## src/rtl/pixel_replication_upscaler_top_macros.svh

```systemverilog
// Assertion macros shared by the RTL of the pixel replication upscaler.
`ifndef PIXEL_REPLICATION_UPSCALER_TOP_MACROS_SVH
`define PIXEL_REPLICATION_UPSCALER_TOP_MACROS_SVH

// Same-cycle implication, checked outside reset.
`define PRU_ASSERT_NOW(label, clk, rst_n, ante, cons) \
    label: assert property (@(posedge clk) disable iff (!(rst_n)) (ante) |-> (cons)) \
        else $error("pixel replication upscaler: same-cycle check failed");

// Next-cycle implication, checked outside reset.
`define PRU_ASSERT_NEXT(label, clk, rst_n, ante, cons) \
    label: assert property (@(posedge clk) disable iff (!(rst_n)) (ante) |=> (cons)) \
        else $error("pixel replication upscaler: next-cycle check failed");

`endif

```

## src/rtl/pru_pkg.sv

```systemverilog
`default_nettype none

package pru_pkg;

    // Default limits of the row store and of the zoom factor.
    localparam int MAX_WIDTH_DEF = 4096;
    localparam int MAX_ZOOM_DEF  = 100;

    // Fixed field widths.
    localparam int ZOOM_W     = 7;
    localparam int DIM_W      = 13;
    localparam int COLOUR_W   = 8;
    localparam int PIXEL_W    = 3 * COLOUR_W;
    localparam int CFG_IDX_W  = 2;
    localparam int CFG_DATA_W = 13;

    // Depth of the result queue between the two halves.
    localparam int Q_DEPTH = 4;
    localparam int Q_AW    = $clog2(Q_DEPTH);
    localparam int Q_CW    = $clog2(Q_DEPTH + 1);

    // Configuration register indexes.
    localparam logic [CFG_IDX_W-1:0] REG_ZOOM   = 2'd0;
    localparam logic [CFG_IDX_W-1:0] REG_WIDTH  = 2'd1;
    localparam logic [CFG_IDX_W-1:0] REG_HEIGHT = 2'd2;

    // Input action codes.
    localparam logic ACT_LOAD = 1'b0;
    localparam logic ACT_TICK = 1'b1;

    // What a result beat carries.
    typedef enum logic [1:0] {
        KIND_NONE  = 2'd0,
        KIND_PIXEL = 2'd1,
        KIND_PAD   = 2'd2
    } t_kind;

    // Classified command from the front half.
    typedef struct packed {
        t_kind kind;
        logic  row_end;
        logic  image_end;
        logic  refused;
    } t_cmd;

    // One finished result beat.
    typedef struct packed {
        t_kind               kind;
        logic [COLOUR_W-1:0] blue;
        logic [COLOUR_W-1:0] green;
        logic [COLOUR_W-1:0] red;
        logic                row_end;
        logic                image_end;
        logic                refused;
    } t_result;

endpackage

`default_nettype wire

```

## src/rtl/pru_back.sv

```systemverilog
`default_nettype none

`include "pixel_replication_upscaler_top_macros.svh"

module pru_back
    import pru_pkg::*;
(
    input  wire logic               i_clk,
    input  wire logic               i_rst_n,
    input  wire logic               i_s1_valid,
    input  wire t_cmd               i_s1_cmd,
    input  wire logic [PIXEL_W-1:0] i_s1_pixel,
    input  wire logic               i_pop,
    output logic                    o_full,
    output logic                    o_empty,
    output t_result                 o_result
);

    t_result           r_queue [Q_DEPTH];
    logic [Q_AW-1:0]   r_wr_ptr, n_wr_ptr;
    logic [Q_AW-1:0]   r_rd_ptr, n_rd_ptr;
    logic [Q_CW-1:0]   r_count,  n_count;
    logic              pop_ok;
    logic [Q_CW:0]     committed;
    t_result           entry;

    // Build the result beat; colour only travels with a pixel.
    always_comb begin
        entry.kind      = i_s1_cmd.kind;
        entry.row_end   = i_s1_cmd.row_end;
        entry.image_end = i_s1_cmd.image_end;
        entry.refused   = i_s1_cmd.refused;
        if (i_s1_cmd.kind == KIND_PIXEL) begin
            entry.blue  = i_s1_pixel[COLOUR_W-1:0];
            entry.green = i_s1_pixel[2*COLOUR_W-1:COLOUR_W];
            entry.red   = i_s1_pixel[PIXEL_W-1:2*COLOUR_W];
        end else begin
            entry.blue  = '0;
            entry.green = '0;
            entry.red   = '0;
        end
    end

    // Queued entries plus the one in flight must leave room for a new beat.
    assign committed = {1'b0, r_count} + {{Q_CW{1'b0}}, i_s1_valid};
    assign o_full    = committed >= (Q_CW + 1)'(Q_DEPTH);
    assign o_empty   = (r_count == '0);
    assign pop_ok    = i_pop && !o_empty;

    // Pointer and occupancy update.
    always_comb begin
        n_wr_ptr = i_s1_valid ? Q_AW'(r_wr_ptr + 1'b1) : r_wr_ptr;
        n_rd_ptr = pop_ok ? Q_AW'(r_rd_ptr + 1'b1) : r_rd_ptr;
        n_count  = r_count;
        if (i_s1_valid && !pop_ok) begin
            n_count = Q_CW'(r_count + 1'b1);
        end else if (!i_s1_valid && pop_ok) begin
            n_count = Q_CW'(r_count - 1'b1);
        end
    end

    always_ff @(posedge i_clk) begin
        if (!i_rst_n) begin
            r_wr_ptr <= '0;
            r_rd_ptr <= '0;
            r_count  <= '0;
        end else begin
            r_wr_ptr <= n_wr_ptr;
            r_rd_ptr <= n_rd_ptr;
            r_count  <= n_count;
        end
    end

    // Queue storage.
    always_ff @(posedge i_clk) begin
        if (i_s1_valid) begin
            r_queue[r_wr_ptr] <= entry;
        end
    end

    assign o_result = r_queue[r_rd_ptr];

    // The in-flight beat always finds a free slot.
    `PRU_ASSERT_NOW(a_no_overflow, i_clk, i_rst_n, 1'b1, committed <= (Q_CW + 1)'(Q_DEPTH))
    // An image ends only on a row end.
    `PRU_ASSERT_NOW(a_image_on_row, i_clk, i_rst_n, !o_empty && o_result.image_end, o_result.row_end)
    // A refused load carries nothing.
    `PRU_ASSERT_NOW(a_refused_none, i_clk, i_rst_n, !o_empty && o_result.refused, o_result.kind == KIND_NONE)
    // A write without a pop grows the queue by one.
    `PRU_ASSERT_NEXT(a_count_grows, i_clk, i_rst_n, i_s1_valid && !pop_ok, r_count == Q_CW'($past(r_count) + 1'b1))

endmodule

`default_nettype wire

```

## config.mk

```make
export PLATFORM = sky130hd
export DESIGN_NAME = pru_back
export DESIGN_NICKNAME = d
export VERILOG_FILES = /design/src/rtl/pru_pkg.sv /design/src/rtl/pru_back.sv
export VERILOG_INCLUDE_DIRS = /design/src /design/src/rtl
export SDC_FILE = /design/constraint.sdc
export NUM_CORES = 1
export LEC_CHECK = 0
export BUFFER_PORTS_ARGS = -buffer_cell sky130_fd_sc_hd__clkbuf_2
export CAP_MARGIN = 20
export CORE_UTILIZATION = 40
export CTS_BUF_LIST = sky130_fd_sc_hd__clkbuf_4 sky130_fd_sc_hd__clkbuf_8
export DETAILED_ROUTE_END_ITERATION = 12
export HOLD_SLACK_MARGIN = 0.1
export PLACE_DENSITY = 0.64
export SLEW_MARGIN = 20
export SYNTH_ARGS = -nofsm -noshare
export SYNTH_HDL_FRONTEND = slang
export SYNTH_SLANG_ARGS = --single-unit
```

## constraint.sdc

```tcl
create_clock -name i_clk -period 3.95 [get_ports i_clk]
set_input_delay 0.79 -clock i_clk [delete_from_list [all_inputs] [get_ports i_clk]]
set_output_delay 0.79 -clock i_clk [all_outputs]
set_load 0.02 [all_outputs]
```

==> flow_metrics.env <==
export IMPL_status="finished with violations"
export IMPL_violations="DRC"
export IMPL_holdWs_ns=0.558
export IMPL_total_power_mw=3.63
export IMPL_finalSetupTns_ns=0
export IMPL_drive_gt1_share_pct=42.9
export IMPL_slowest_delay_ns=0.83
export IMPL_finalSetupViolCount=0
export IMPL_clk_pin_slew_ns=0.07
export IMPL_peakVddDrop_uv=351
export IMPL_place_inst=420
export IMPL_ys_ff_latch=125
export IMPL_synth_edff_count=116
export IMPL_syn_area_per_cell_um2=21.9
export IMPL_final_cells=451
export IMPL_hold_class="flip-flop to flip-flop"
export IMPL_vias=2262
export IMPL_max_freq_mhz=323
export IMPL_finalCritPeriodShare_pct=78.4
export IMPL_grt_pass1_vias=2419
export IMPL_cp_required_ns=3.16
export IMPL_routedWlPerCell_um=18.4
export IMPL_area_delta_synth_final_pct=18.4
export IMPL_period_needed_ns=3.10
export IMPL_worstSetupEndpointType="output pin"
export IMPL_synthFlopType="edfxtp_1"
export IMPL_drv_slew=0
export IMPL_antenna_found_initial=0
export IMPL_io_pins=64
export IMPL_arrival_ns=2.31
export IMPL_power_density_nw_per_um2=635
export IMPL_insertedDiodeCount=0
export IMPL_maxCapViolCount=0
export IMPL_leakage_nw=2.02
export IMPL_post_cts_buffers=0
export IMPL_hold_buffers=0
export IMPL_track_usage_pct=14.2
export IMPL_clock_sinks=125
export IMPL_grt_ovfl_total=0
export IMPL_async_flop_share_pct=0
export IMPL_root_buffer="clkbuf_8"
export IMPL_cts_max_level=4
export IMPL_cts_tree="done"
export IMPL_cts_resized=0
export IMPL_clk_latency_ns=0.42
export IMPL_cp_max_fo=21
export IMPL_path_delay_family="flip-flops"
export IMPL_fillers=964
export IMPL_synth_warnings=0
export IMPL_hpwl_um=4730
export IMPL_placed_cell_area_um2=5290
export IMPL_drt_iter0_markers=119
export IMPL_crit_path_top_delay_cell="dfxtp_2"
export IMPL_grt_max_degree=30
export IMPL_cts_buffer_depth=2
export IMPL_crit_chain="buf_4 -> mux4_2 -> clkbuf_2"
export IMPL_r2r_slack_ns=1.84
export IMPL_yosysSeqAreaShare_pct=75.8
export IMPL_cts_buffers=17
export IMPL_syn_nets=260
export IMPL_vias_per_cell=5.02
export IMPL_row_count=39
export IMPL_dieArea_um2=12500
export IMPL_nNetsFinal=335
export IMPL_rsz0062_at_grt="false"
export IMPL_critPathKind="flip-flop to output pin"
export IMPL_ant_nets=0
export IMPL_start_util_pct=41.6
export IMPL_routed_wl_um=8280
export IMPL_finalHoldViolCount=0
export IMPL_core_area_um2=11600
export IMPL_die_width_um=112
export IMPL_grt_pass1_wl_um=12800
export IMPL_firstDrtPassIters=8
export IMPL_drt_drc_violations_left=7
export IMPL_die_y_um=112
export IMPL_cp_num_buf_inv=2
export IMPL_fin_worst_skew_ns=0.00825
export IMPL_worst_pin_slew_ns=1.01
export IMPL_startpoint_type="flip-flop"
export IMPL_syn_area_um2=4830
export IMPL_max_slew_margin_pct=32.1
export IMPL_syn_inst=221
export IMPL_port_buffers=63
export IMPL_synth_cell_types=24
export IMPL_routabilityCongestion=0.698
export IMPL_design_area_um2=5720
==> per-layer routing <==
layer | wire (µm) | up-vias | global-route usage [%]
met4 | 87 | 0 | 5.41
met5 | 0 | - | 0
li1 | - | 1040 | -
met1 | 3620 | 1142 | 17.5
met2 | 4140 | 71 | 23.1
met3 | 437 | 9 | 5.23
==> worst reg2reg max path: cells and delay by family (launching register included) <==
kind	cells	cell delay (ns)
buffers and inverters	1	0.07
flip-flops	1	0.41
adder cells (fa/ha/maj)	2	0.61
XOR/XNOR	1	0.16
AO/OA/AOI/OAI	2	0.48
AND/OR/NAND/NOR	1	0.31
==> path summary, 6_finish.rpt <==
| check | end | cells past startpoint | from |
|---|---|---|---|
| setup / recovery | o_result[26] | 3 | flip-flop |
| hold / removal | r_wr_ptr[1] | 2 | r_wr_ptr[1] |
| setup reg to reg | r_count[2] | 7 | r_count[0] |
| hold reg to reg | r_wr_ptr[1] | 2 | r_wr_ptr[1] |
==> layout make-up <==
cell class	instances	area [µm²]	share of cell area (%)
well taps	143	179	3.13
clock buffers	18	241	4.22
repair buffers	64	323	5.64
clock inverters	13	198	3.45
multi-input cells	85	1110	19.3
flip-flops and latches	125	3670	64.0
inverters	3	11.3	0.197
==> sequential cells by signal (all words and copies together) (netlist names), named ones only <==
name	cells
r_queue	116
r_wr_ptr	2
r_rd_ptr	2
r_count	3
==> Yosys cell counts (2+ instances only) <==
cell type / number / share of area [%]
mux2i_1: 2 / 0.41
buf_2: 2 / 0.21
clkbuf_1: 3 / 0.23
xor2_1: 2 / 0.36
ha_1: 5 / 1.3
edfxtp_1: 116 / 72
xnor2_1: 3 / 0.54
nor2b_1: 3 / 0.39
inv_1: 3 / 0.23
mux4_2: 28 / 13
and2_1: 33 / 4.3
dfxtp_1: 9 / 3.7
==> metrics by stage <==
step / setup WS [ns] / util (%)
6_report: 0.854 / 49.3
5_1_grt: 0.635 / 49.3
4_1_cts: 0.740 / 49.3
3_5_place_dp: 1.19 / 45.5
3_3_place_gp: 1.25 / 45.5
2_1_floorplan: 1.84 / -
==> placed cells by master (no fill, tap or decap), drive strengths merged <==
cell type and count:
clkinvlp 2, o311ai 1, clkinv 6, and2 33
buf 1, xnor2 3, edfxtp 116, mux4 29
mux2i 2, nor2b 3, dfxtp 9, clkbuf 81
or3 1, fa 1, bufinv 5, ha 5
o21ai 1, o31ai 1, inv 3, a31o 1
a21boi 1, xor2 2, nor3 1
==> logic make-up (layout without fill, tap and decap cells) <==
family | count (synthesis) | after routing | synth area share [%]
flip-flops | 125 | 125 | 75.8
AND/OR/NAND/NOR | 38 | 38 | 4.89
adder cells (fa/ha/maj) | 6 | 6 | 1.71
XOR/XNOR | 5 | 5 | 0.906
AO/OA/AOI/OAI | 5 | 5 | 1.22
buffers and inverters | 11 | 98 | 1.48
multiplexers | 31 | 31 | 14.0
==> power breakdown <==
| group | switching [mW] | leakage, nW | internal, mW |
|---|---|---|---|
| clock network | 0.482 | 0.219 | 0.748 |
| logic | 0.375 | 0.629 | 0.367 |
| registers | 0.128 | 1.17 | 1.53 |
(Power assumes the default switching activity.)
